[src/design/pcv_pkg.sv]
// Shared constants and types for the pressure change vote block.
`default_nettype none
package pcv_pkg;

   // Default sizing of the block.
   localparam int CHANNELS_DEF    = 3;
   localparam int SAMPLE_BITS_DEF = 12;

   // Fixed field widths.
   localparam int TALLY_BITS = 8;
   localparam int LIMIT_BITS = 12;
   localparam int SHIFT_BITS = 4;
   localparam int CSR_INDEX_BITS = 2;
   localparam int CSR_DATA_BITS  = 12;

   // Register reset values.
   localparam logic [LIMIT_BITS-1:0] LIMIT_RESET = LIMIT_BITS'(1);
   localparam logic [TALLY_BITS-1:0] COUNT_RESET = TALLY_BITS'(5);
   localparam logic [SHIFT_BITS-1:0] SHIFT_RESET = SHIFT_BITS'(8);

   // Register indexes on the configuration port.
   localparam logic [CSR_INDEX_BITS-1:0] CSR_CHANGE_LIMIT  = 2'd0;
   localparam logic [CSR_INDEX_BITS-1:0] CSR_AVERAGE_COUNT = 2'd1;
   localparam logic [CSR_INDEX_BITS-1:0] CSR_LEVEL_SHIFT   = 2'd2;

   // Per-channel change direction.
   typedef enum logic [1:0] {
      DIR_STABLE  = 2'd0,
      DIR_HEAVIER = 2'd1,
      DIR_LIGHTER = 2'd2
   } dir_type;

   // Voted load movement.
   typedef enum logic [1:0] {
      MOVE_NONE     = 2'd0,
      MOVE_ARRIVED  = 2'd1,
      MOVE_DEPARTED = 2'd2
   } move_class_type;

   // Sequencer states.
   typedef enum logic [1:0] {
      ST_IDLE,
      ST_DIVIDE,
      ST_JUDGE,
      ST_EMIT
   } pcv_state_type;

endpackage
`default_nettype wire

[src/design/pcv_div.sv]
// Iterative restoring divider: one quotient bit per cycle.
`default_nettype none
module pcv_div import pcv_pkg::*; #(
   parameter int DIVIDEND_BITS = SAMPLE_BITS_DEF + TALLY_BITS
) (
   input  wire logic                     clock,
   input  wire logic                     reset,
   input  wire logic                     start,
   input  wire logic [DIVIDEND_BITS-1:0] dividend,
   input  wire logic [TALLY_BITS-1:0]    divisor,
   output logic                          done,
   output logic [DIVIDEND_BITS-1:0]      quotient
);

   localparam int CNT_BITS = $clog2(DIVIDEND_BITS);
   localparam logic [CNT_BITS-1:0] LAST_STEP = CNT_BITS'(DIVIDEND_BITS - 1);

   logic                     busy_ff;
   logic                     done_ff;
   logic [CNT_BITS-1:0]      cnt_ff;
   logic [DIVIDEND_BITS-1:0] dvd_ff;
   logic [DIVIDEND_BITS-1:0] dvd_in;
   logic [TALLY_BITS-1:0]    rem_ff;
   logic [TALLY_BITS-1:0]    rem_in;
   logic [TALLY_BITS-1:0]    div_ff;
   logic [TALLY_BITS:0]      rem_shift;
   logic                     fits;

   // One trial subtraction; the dividend register fills with quotient bits.
   always_comb begin
      rem_shift = {rem_ff, dvd_ff[DIVIDEND_BITS-1]};
      fits      = rem_shift >= {1'b0, div_ff};
      if (fits) begin
         rem_in = TALLY_BITS'(rem_shift - {1'b0, div_ff});
      end else begin
         rem_in = rem_shift[TALLY_BITS-1:0];
      end
      dvd_in = {dvd_ff[DIVIDEND_BITS-2:0], fits};
   end

   // Step counter and completion pulse.
   always_ff @(posedge clock) begin
      if (reset) begin
         busy_ff <= 1'b0;
         done_ff <= 1'b0;
         cnt_ff  <= '0;
      end else begin
         done_ff <= 1'b0;
         if (start) begin
            busy_ff <= 1'b1;
            cnt_ff  <= '0;
         end else if (busy_ff) begin
            cnt_ff <= cnt_ff + 1'b1;
            if (cnt_ff == LAST_STEP) begin
               busy_ff <= 1'b0;
               done_ff <= 1'b1;
            end
         end
      end
   end

   // Operand and partial remainder registers.
   always_ff @(posedge clock) begin
      if (start) begin
         dvd_ff <= dividend;
         rem_ff <= '0;
         div_ff <= divisor;
      end else if (busy_ff) begin
         dvd_ff <= dvd_in;
         rem_ff <= rem_in;
      end
   end

   assign done     = done_ff;
   assign quotient = dvd_ff;

endmodule
`default_nettype wire

[src/design/pressure_change_vote_core.sv]
// Top level of the pressure change vote block: averaging, sequencer and vote.
//
//   channel   direction  handshake            payload
//   req_      in         req_valid/req_stall  req_channel, req_sample
//   rsp_      out        rsp_valid/rsp_stall  rsp_move_class, rsp_direction_a/b/c,
//                                             rsp_heavier_total, rsp_lighter_total
//   csr_      in         csr_valid/csr_ready  csr_index, csr_data
//
// A sample that does not complete an average is accepted while the sequencer is idle.
// A completing sample holds the input while the bit-serial divider forms the average.
// When it completes the last channel, the sequencer judges the channels one per cycle,
// then the emit state loads the result register once the output is free.
// Reset is synchronous and needs no clearing pass. The result register frees the
// input side; only a new vote waits while an earlier result is stalled.
`default_nettype none
module pressure_change_vote_core import pcv_pkg::*; #(
   parameter int CHANNELS    = CHANNELS_DEF,
   parameter int SAMPLE_BITS = SAMPLE_BITS_DEF
) (
   input  wire logic                      clock,
   input  wire logic                      reset,
   input  wire logic                      req_valid,
   output logic                           req_stall,
   input  wire logic [1:0]                req_channel,
   input  wire logic [SAMPLE_BITS-1:0]    req_sample,
   output logic                           rsp_valid,
   input  wire logic                      rsp_stall,
   output logic [1:0]                     rsp_move_class,
   output logic [1:0]                     rsp_direction_a,
   output logic [1:0]                     rsp_direction_b,
   output logic [1:0]                     rsp_direction_c,
   output logic [1:0]                     rsp_heavier_total,
   output logic [1:0]                     rsp_lighter_total,
   input  wire logic                      csr_valid,
   output logic                           csr_ready,
   input  wire logic [CSR_INDEX_BITS-1:0] csr_index,
   input  wire logic [CSR_DATA_BITS-1:0]  csr_data
);

   localparam int SUM_BITS = SAMPLE_BITS + TALLY_BITS;
   localparam int CH_BITS  = (CHANNELS > 1) ? $clog2(CHANNELS) : 1;
   localparam int CNT_BITS = $clog2(CHANNELS + 1);
   localparam int CMP_BITS = ((SAMPLE_BITS > LIMIT_BITS) ? SAMPLE_BITS : LIMIT_BITS) + 1;
   localparam logic [CH_BITS-1:0] LAST_CH = CH_BITS'(CHANNELS - 1);

   pcv_state_type state_ff;
   pcv_state_type state_in;

   // Configuration registers.
   logic [LIMIT_BITS-1:0] limit_ff;
   logic [TALLY_BITS-1:0] count_ff;
   logic [SHIFT_BITS-1:0] shift_ff;

   // Per-channel state.
   logic [SUM_BITS-1:0]    sum_ff   [CHANNELS];
   logic [TALLY_BITS-1:0]  tally_ff [CHANNELS];
   logic [SAMPLE_BITS-1:0] level_ff [CHANNELS];
   logic [SAMPLE_BITS-1:0] prev_ff  [CHANNELS];
   dir_type                dirs_ff  [CHANNELS];
   logic [CHANNELS-1:0]    mask_ff;
   logic [CHANNELS-1:0]    mask_new;

   logic [CH_BITS-1:0]  chan_ff;
   logic [CH_BITS-1:0]  idx_ff;
   logic [CNT_BITS-1:0] heavy_ff;
   logic [CNT_BITS-1:0] light_ff;

   // Result register.
   logic                  rsp_valid_ff;
   move_class_type        rsp_class_ff;
   dir_type               rsp_dir_ff [3];
   logic [1:0]            rsp_heavy_ff;
   logic [1:0]            rsp_light_ff;

   logic                   req_accept;
   logic                   req_in_range;
   logic [CH_BITS-1:0]     req_idx;
   logic [SUM_BITS-1:0]    sum_new;
   logic [TALLY_BITS-1:0]  tally_new;
   logic                   complete;
   logic                   div_start;
   logic                   div_done;
   logic [SUM_BITS-1:0]    div_quot;
   logic [SAMPLE_BITS-1:0] level_new;
   logic                   all_ready;
   logic [CMP_BITS-1:0]    now_x;
   logic [CMP_BITS-1:0]    before_x;
   logic [CMP_BITS-1:0]    limit_x;
   dir_type                judge_dir;
   logic                   last_ch;
   logic                   out_free;
   move_class_type         vote;
   dir_type                dir_out [3];

   // Input transfer and running sum update for the addressed channel.
   assign req_stall    = (state_ff != ST_IDLE);
   assign req_accept   = req_valid && (state_ff == ST_IDLE);
   assign req_in_range = (32'(req_channel) < CHANNELS);
   assign req_idx      = CH_BITS'(req_channel);
   assign sum_new      = sum_ff[req_idx] + SUM_BITS'(req_sample);
   assign tally_new    = tally_ff[req_idx] + 1'b1;
   assign complete     = (tally_new != '0) && (tally_new >= count_ff);
   assign div_start    = req_accept && req_in_range && complete;

   // Shared divider for the channel averages.
   pcv_div #(
      .DIVIDEND_BITS(SUM_BITS)
   ) u_div (
      .clock    (clock),
      .reset    (reset),
      .start    (div_start),
      .dividend (sum_new),
      .divisor  (tally_new),
      .done     (div_done),
      .quotient (div_quot)
   );

   assign level_new = SAMPLE_BITS'(div_quot >> shift_ff);
   assign mask_new  = mask_ff | (CHANNELS'(1) << chan_ff);
   assign all_ready = &mask_new;

   // Judge one channel against its previous level.
   always_comb begin
      now_x    = CMP_BITS'(level_ff[idx_ff]);
      before_x = CMP_BITS'(prev_ff[idx_ff]);
      limit_x  = CMP_BITS'(limit_ff);
      judge_dir = DIR_STABLE;
      if (before_x != '0) begin
         if (now_x > before_x + limit_x) begin
            judge_dir = DIR_HEAVIER;
         end else if (before_x > now_x + limit_x) begin
            judge_dir = DIR_LIGHTER;
         end
      end
   end

   assign last_ch  = (idx_ff == LAST_CH);
   assign out_free = !rsp_valid_ff || !rsp_stall;

   // Vote on the gathered heavier and lighter counts.
   always_comb begin
      if ((heavy_ff >= CNT_BITS'(2)) || ((heavy_ff == CNT_BITS'(1)) && (light_ff == '0))) begin
         vote = MOVE_ARRIVED;
      end else if (light_ff != '0) begin
         vote = MOVE_DEPARTED;
      end else begin
         vote = MOVE_NONE;
      end
   end

   // Sequencer next state.
   always_comb begin
      state_in = state_ff;
      unique case (state_ff)
         ST_IDLE: begin
            if (div_start) begin
               state_in = ST_DIVIDE;
            end
         end
         ST_DIVIDE: begin
            if (div_done) begin
               state_in = all_ready ? ST_JUDGE : ST_IDLE;
            end
         end
         ST_JUDGE: begin
            if (last_ch) begin
               state_in = ST_EMIT;
            end
         end
         ST_EMIT: begin
            if (out_free) begin
               state_in = ST_IDLE;
            end
         end
         default: begin
            state_in = ST_IDLE;
         end
      endcase
   end

   // State register.
   always_ff @(posedge clock) begin
      if (reset) begin
         state_ff <= ST_IDLE;
      end else begin
         state_ff <= state_in;
      end
   end

   // Control state, configuration and per-channel accumulators.
   always_ff @(posedge clock) begin
      if (reset) begin
         limit_ff     <= LIMIT_RESET;
         count_ff     <= COUNT_RESET;
         shift_ff     <= SHIFT_RESET;
         mask_ff      <= '0;
         rsp_valid_ff <= 1'b0;
         for (int i = 0; i < CHANNELS; i++) begin
            sum_ff[i]   <= '0;
            tally_ff[i] <= '0;
            prev_ff[i]  <= '0;
         end
      end else begin
         // Configuration transfer.
         if (csr_valid) begin
            unique case (csr_index)
               CSR_CHANGE_LIMIT:  limit_ff <= csr_data[LIMIT_BITS-1:0];
               CSR_AVERAGE_COUNT: count_ff <= csr_data[TALLY_BITS-1:0];
               CSR_LEVEL_SHIFT:   shift_ff <= csr_data[SHIFT_BITS-1:0];
               default: begin
               end
            endcase
         end
         // Accumulate the sample, or clear when the average completes.
         if (req_accept && req_in_range) begin
            if (complete) begin
               sum_ff[req_idx]   <= '0;
               tally_ff[req_idx] <= '0;
            end else begin
               sum_ff[req_idx]   <= sum_new;
               tally_ff[req_idx] <= tally_new;
            end
         end
         // Mark the channel ready; a full set starts a vote.
         if ((state_ff == ST_DIVIDE) && div_done) begin
            mask_ff <= all_ready ? '0 : mask_new;
         end
         // The previous level follows the judged level.
         if (state_ff == ST_JUDGE) begin
            prev_ff[idx_ff] <= level_ff[idx_ff];
         end
         // Result register valid.
         if ((state_ff == ST_EMIT) && out_free) begin
            rsp_valid_ff <= 1'b1;
         end else if (!rsp_stall) begin
            rsp_valid_ff <= 1'b0;
         end
      end
   end

   // Payload registers: levels, judge results and the result fields.
   always_ff @(posedge clock) begin
      if (req_accept) begin
         chan_ff <= req_idx;
      end
      if ((state_ff == ST_DIVIDE) && div_done) begin
         level_ff[chan_ff] <= level_new;
         idx_ff            <= '0;
         heavy_ff          <= '0;
         light_ff          <= '0;
      end
      if (state_ff == ST_JUDGE) begin
         dirs_ff[idx_ff] <= judge_dir;
         if (judge_dir == DIR_HEAVIER) begin
            heavy_ff <= heavy_ff + 1'b1;
         end
         if (judge_dir == DIR_LIGHTER) begin
            light_ff <= light_ff + 1'b1;
         end
         idx_ff <= idx_ff + 1'b1;
      end
      if ((state_ff == ST_EMIT) && out_free) begin
         rsp_class_ff <= vote;
         rsp_heavy_ff <= 2'(heavy_ff);
         rsp_light_ff <= 2'(light_ff);
         for (int k = 0; k < 3; k++) begin
            rsp_dir_ff[k] <= dir_out[k];
         end
      end
   end

   // Direction fields exist for the first three channels; absent ones read stable.
   for (genvar g = 0; g < 3; g++) begin : g_dir
      if (g < CHANNELS) begin : g_present
         assign dir_out[g] = dirs_ff[g];
      end else begin : g_absent
         assign dir_out[g] = DIR_STABLE;
      end
   end

   assign rsp_valid         = rsp_valid_ff;
   assign rsp_move_class    = rsp_class_ff;
   assign rsp_direction_a   = rsp_dir_ff[0];
   assign rsp_direction_b   = rsp_dir_ff[1];
   assign rsp_direction_c   = rsp_dir_ff[2];
   assign rsp_heavier_total = rsp_heavy_ff;
   assign rsp_lighter_total = rsp_light_ff;
   assign csr_ready         = 1'b1;

endmodule
`default_nettype wire
[config.mk]
export PLATFORM = sky130hd
export DESIGN_NAME = pressure_change_vote_core
export DESIGN_NICKNAME = d
export VERILOG_FILES = /design/src/design/pcv_pkg.sv /design/src/design/pcv_div.sv /design/src/design/pressure_change_vote_core.sv
export SDC_FILE = /design/constraint.sdc
export NUM_CORES = 1
export LEC_CHECK = 0
export BUFFER_PORTS_ARGS = -buffer_cell sky130_fd_sc_hd__buf_2
export CORE_ASPECT_RATIO = 1.5
export CORE_UTILIZATION = 60
export CTS_CLUSTER_SIZE = 20
export DETAILED_ROUTE_END_ITERATION = 10
export PLACE_DENSITY = 0.77
export SKIP_CTS_REPAIR_TIMING = 1
export SLEW_MARGIN = 30
export SYNTH_ARGS = -nofsm -noshare
export SYNTH_HDL_FRONTEND = slang
export SYNTH_HIERARCHICAL = 1
export SYNTH_SLANG_ARGS = --single-unit
[constraint.sdc]
create_clock -name clock -period 6.3 [get_ports clock]
set_input_delay 1.26 -clock clock [delete_from_list [all_inputs] [get_ports clock]]
set_output_delay 1.26 -clock clock [all_outputs]
set_load 0.02 [all_outputs]
==> flow_summary.json, run 1 <==
{
  "status": "complete, no violations",
  "fp.dieH_um": 199.2,
  "cts.path.max_buffers": 3,
  "fin_util": 0.6771,
  "p_leak_nw": 6.795,
  "synth-edff-count": 246,
  "drcViolationCount": 0,
  "grt_pass1_wl_um": 53110,
  "final.setup.tns_ns": 0,
  "async_reset_ff_frac": 0,
  "nets": 1481,
  "max_freq_mhz": 190.2,
  "route.vias.total": 9992,
  "die_x_um": 133.5,
  "critPathKind": "reg2reg",
  "diodes": 0,
  "port_buffers": 46,
  "grt_util_all_layers": 0.2619,
  "crit_arrival_ns": 5.73,
  "period_minus_slack_ns": 5.257,
  "layout_commonest_cell": "edfxtp_1",
  "post-route-period-util": 0.8344,
  "fin_skew_ns": 0.01656,
  "final_cells": 1708,
  "layout_setup_ws_ns": 1.043,
  "ys.flop_type": "edfxtp_1",
  "worst_slew_pin_slew_ns": 0.9394,
  "grt_max_degree": 40,
  "drt-total-wl_um": 33370,
  "cts_htree_levels": 1,
  "hold_violations": 0,
  "cp-end-kind": "register",
  "gp_congestion": 0.9886,
  "ys_warn_count": 6,
  "dpl.cell_count": 1656,
  "wire_per_inst_um": 19.54,
  "viasPerCell": 5.850,
  "first_pass_iters": 5,
  "rsz0062_at_grt": "false",
  "synth_cell_types": 69,
  "crit_required_ns": 6.77,
  "ios": 48,
  "peakVddDrop_mv": 0.2458,
  "drive_gt1_frac": 0.1551,
  "slowest_stage": "mux4_2",
  "ys_seq_area_frac": 0.5404,
  "max-cap-violations": 0,
  "cp_slowest_stage_delay_ns": 0.59,
  "syn_inst": 1286,
  "clock_sinks": 297,
  "slew_violations": 0,
  "final-setup-viol-count": 0,
  "cts_tree": "built",
  "ys_seq_elements": 297,
  "die_area_sq_um": 26590,
  "drtIter0Drc": 541,
  "final_cell_mix": "edfxtp_1, nor2_1, ha_1",
  "slew_headroom": 0.3729,
  "grt_pass1_vias": 10290,
  "ctsRootBufferMaster": "clkbuf_16",
  "fillers": 1882,
  "hold_class": "reg2reg",
  "cts_made_buffers": 28,
  "clk_pin_slew_ns": 0.06,
  "start_util": 0.6145,
  "postSynthAreaPerCell_sq_um": 12.10,
  "rows": 71,
  "crit_path_max_fanout": 7,
  "area_delta_synth_final_pct": 10.18,
  "yosysTopAreaCell": "edfxtp_1",
  "power_w": 0.004901,
  "worstSetupStartpointType": "register",
  "crit_chain": "buf_4, buf_4, mux4_2, ha_1, a21oi_1, nor2b_1, or3_1, a41o_1, o41a_1, xnor2_1, ha_1, a2111oi_0, o21ai_0, o211ai_1, a41oi_1, nor4_1, mux2i_1",
  "dp_slack_ns": 0.8080,
  "yosysTopAreaCellShare": 0.4748,
  "synth_area_leaders": "edfxtp_1, mux4_2, ha_1, dfxtp_1, nor2_1",
  "drt.antenna.violating_nets": 0,
  "dp.final_hpwl_um": 24760,
  "cellPowerDensity_nw_per_um2": 285.9,
  "antenna_found_initial": 0,
  "gr-total-overflow": 0,
  "clkLatencyLatePin_ns": 0.55,
  "netlist_area_sq_um": 15560,
  "coreArea_sq_um": 25320
}
## worst max-delay path: cells and delay by family, from the launching register on
family	cells	cell delay [ns]
and+or+nand+nor	3	1.04
AOI/OAI and AO/OA	7	1.59
buffers and inverters	2	0.48
adders and majority gates	2	0.54
xor gates and xnor gates	1	0.13
muxes	2	0.84
DFF	1	0.53
## where the power goes
| part | leakage, nW | total, W | switching (W) | internal [W] |
|---|---|---|---|---|
| Clock | 0.439 | 0.00166 | 0.000724 | 0.000939 |
| Sequential | 2.86 | 0.00236 | 0.0000857 | 0.00228 |
| Combinational | 3.49 | 0.000875 | 0.000513 | 0.000362 |
## registers in the layout, summed over array words and instances (netlist names), 8 cells and up, named ones only
register / flops
sum_ff: 80
level_ff: 36
count_ff: 8
limit_ff: 12
u_div/rem_ff: 8
tally_ff: 32
u_div/div_ff: 8
prev_ff: 48
u_div/quotient: 20
## worst paths after layout
| kind | startpoint | to | slack (ns) | depth (start not counted) |
|---|---|---|---|---|
| max | register | light_ff[0]$_DFF_P_ | 1.04 | 17 |
| min | dirs_ff[1][0]$_DFFE_PP_ | rsp_dir_ff[0][2]$_DFFE_PP_ | 0.42 | 0 |
| max reg2reg | register | light_ff[0]$_DFF_P_ | 1.04 | 17 |
| min reg2reg | dirs_ff[1][0]$_DFFE_PP_ | rsp_dir_ff[0][2]$_DFFE_PP_ | 0.42 | 0 |
## cell families (layout without fill, tap and decap cells)
group	Yosys count	in the layout	share of synthesized area
multiplexers	112	112	0.1187
buffers and inverters	138	205	0.03635
flip-flops	297	297	0.5404
adder cells (fa/ha/maj)	90	90	0.07431
other	2	29	0.0004827
AO/OA/AOI/OAI	199	199	0.08557
AND/OR/NAND/NOR	397	397	0.1145
XOR/XNOR	51	51	0.02968
## through the flow
stage	instance area, sq um	hold WS (ns)
final	17140	0.4191
after global routing	17140	0.4231
after CTS	17140	0.4199
after detailed placement	16230	0.4063
after global placement	16220	0.4032
after floorplan	15660	0.4003
## synth_stat cells (5+ instances only)
cell,n
nand2_1,59
o21bai_1,9
and2_1,11
nor2_1,220
o21a_1,17
o31ai_1,5
dfxtp_1,51
a211oi_1,15
a21oi_1,62
o21ai_0,26
nand3b_1,5
or2_1,5
ha_1,86
buf_2,14
edfxtp_1,246
mux2_2,20
nand4_1,9
inv_1,84
nand3_1,13
nand2b_1,14
buf_1,5
o21ai_1,11
xnor2_1,15
clkbuf_1,26
nor2b_1,21
nor3_1,14
xor2_1,34
mux4_2,56
a21o_1,11
nor4_1,5
mux2i_1,36
## cell type report
type                       instances  area, sq um  share of cell area
inverter                          88        330.3             0.01927
clock inverter                    18        157.7            0.009196
sequential                       297         8408              0.4905
clock buffer                      34        754.5             0.04401
multi-input combinational        878         6709              0.3914
tap                              328        410.4             0.02394
timing repair buffer              65        372.9             0.02175
## routing by layer
metal | vias to the layer above | GRT usage | wire length, um
met4 | 0 | 0.1515 | 1858
met2 | 236 | 0.5046 | 18350
met1 | 4846 | 0.2721 | 11950
met3 | 102 | 0.02892 | 1213
met5 | - | 0 | 0
li1 | 4808 | - | -
Note: power is estimated with default switching activity, not from simulation.
==> run 2, diff against run 1 <==
==> constraint.sdc (replaced) <==
create_clock -name clock -period 5.3 [get_ports clock]
set_input_delay 1.06 -clock clock [delete_from_list [all_inputs] [get_ports clock]]
set_output_delay 1.06 -clock clock [all_outputs]
set_load 0.02 [all_outputs]
==> run 2 against run 1 <==
- maximum frequency increased by 7.1%
- sequential power grew 19%
- count of clock-buffer cells in the layout rose by 4
- hold slack worse by 0.0012 ns
- sequential cell count did not move
- utilization increased by 0.25 points
- clock skew fell by 0.0016 ns
- register-to-register slack worse by 0.65 ns
==> flow_summary.json, run 2 (same netlist as run 1, synthesis figures left out) <==
{
  "status": "complete, no violations",
  "antenna_found_initial": 0,
  "final_cell_mix": "edfxtp_1, nor2_1, ha_1",
  "layout_commonest_cell": "edfxtp_1",
  "post-route-period-util": 0.9257,
  "hold_ws_ns": 0.4179,
  "fp.dieH_um": 199.2,
  "final_cells": 1712,
  "clock_sinks": 297,
  "coreArea_sq_um": 25320,
  "grt_pass1_wl_um": 53120,
  "drcViolationCount": 0,
  "dp.final_hpwl_um": 24770,
  "ios": 48,
  "max_freq_mhz": 203.8,
  "gr-total-overflow": 0,
  "top_regs": "sum_ff (80), prev_ff (48), level_ff (36)",
  "hold_class": "reg2reg",
  "worstSetupStartpointType": "register",
  "hold_violations": 0,
  "die_area_sq_um": 26590,
  "dp_slack_ns": 0.2328,
  "rows": 71,
  "cts_tree": "built",
  "r2r_slack_ns": 0.39,
  "p_leak_nw": 6.711,
  "layout_setup_ws_ns": 0.3937,
  "grt-busiest-layer": "met2",
  "grt_use_met3": 0.02841,
  "wire_per_inst_um": 19.59,
  "max-cap-violations": 0,
  "reg2reg_depth": 16,
  "cts_made_buffers": 28,
  "drtIter0Drc": 427,
  "peakVddDrop_mv": 0.3431,
  "port_buffers": 46,
  "critPathKind": "reg2reg",
  "start_util": 0.6145,
  "dpl.cell_count": 1661,
  "ctsRootBufferMaster": "clkbuf_16",
  "use_met2": 0.5212,
  "slew_violations": 0,
  "viasPerCell": 5.908,
  "drt.antenna.violating_nets": 0,
  "gr-usage-met1": 0.2710,
  "hold_depth": 0,
  "die_x_um": 133.5,
  "cts_htree_levels": 1,
  "crit_arrival_ns": 5.39,
  "grt_util_all_layers": 0.2623,
  "top_register": "sum_ff",
  "crit_required_ns": 5.78,
  "final-setup-viol-count": 0,
  "cts.path.max_buffers": 3,
  "worst_slew_pin_slew_ns": 0.9617,
  "area_delta_synth_final_pct": 10.58,
  "first_pass_iters": 5,
  "period_minus_slack_ns": 4.906,
  "clkLatencyLatePin_ns": 0.56,
  "drt-total-wl_um": 33540,
  "largest_reg_flops": 80,
  "grt_pass1_vias": 10346,
  "slew_headroom": 0.3580,
  "clk_pin_slew_ns": 0.07,
  "route.vias.total": 10115,
  "hp-start": "dirs_ff[2][1]$_DFFE_PP_",
  "nets": 1486,
  "r2r_end": "heavy_ff[0]$_DFF_P_",
  "crit_path_max_fanout": 8,
  "worstHoldEndpoint": "rsp_dir_ff[0][5]$_DFFE_PP_",
  "gp_congestion": 1.015,
  "grt_max_degree": 40,
  "cp-end-kind": "register",
  "cellPowerDensity_nw_per_um2": 340.4,
  "diodes": 0,
  "fin_skew_ns": 0.01499,
  "final.setup.tns_ns": 0,
  "drive_gt1_frac": 0.1561,
  "rsz0062_at_grt": "false"
}
[run 2: cell count changes in the layout (fill, tap and decap cells not counted), sizes merged]
cell and change:
buf +5, clkinvlp -2, clkbuf +4, clkinv -2
bufinv -1
[run 2: how the worst max path moves through the flow]
stage | to | slack [ns] | cells after the start
finish | heavy_ff[0]$_DFF_P_ | 0.39 | 16
global route | light_ff[0]$_DFF_P_ | 0.07 | 20
CTS | light_ff[0]$_DFF_P_ | 0.32 | 20
detailed placement | u_div/quotient[19]$_DFFE_PP_ | 0.23 | 12
global placement | u_div/quotient[19]$_DFFE_PP_ | 0.26 | 12
floorplan | u_div/quotient[0]$_DFFE_PP_ | 0.12 | 16
[run 2: power by group]
part	switching, W	internal (W)
Combinational	0.000620	0.000453
Clock	0.000853	0.00112
Sequential	0.000102	0.00271
Total	0.00157	0.00428
[run 2: per-stage QoR]
stage / area (sq um) / utilization / power (W)
detailed placement: 16290 / 0.6433 / 0.003927
floorplan: 15670 / - / 0.003650
finish: 17210 / 0.6796 / 0.005857
global route: 17210 / 0.6796 / 0.006111
CTS: 17200 / 0.6793 / 0.005889
global placement: 16270 / 0.6428 / 0.003887
[run 2: routing by layer]
layer	part of all wire	up-vias
met1	0.36	5012
met3	0.029	76
met4	0.042	0
li1	-	4821
met2	0.57	206
met5	0	-
[run 2: cell type report]
cell class                 count  area (sq um)
clock inverter                13         101.3
fill                        1884          8113
tap                          328         410.4
timing repair buffer          70         422.9
inverter                      88         330.3
sequential                   297          8408
clock buffer                  38         810.8
multi-input combinational    878          6721
[run 2: worst max-delay path: stages, from the launching register on]
cell      delay [ns]
dfxtp_1         0.52
buf_4           0.29
mux4_2          0.60
ha_1            0.37
a21o_1          0.21
or3_1           0.37
a41o_1          0.28
o41a_1          0.33
xnor2_1         0.13
ha_1            0.29
nand2_1         0.07
nor4_1          0.06
a211oi_1        0.23
o211ai_1        0.12
a41oi_1         0.34
nor3b_1         0.42
mux2i_1         0.22
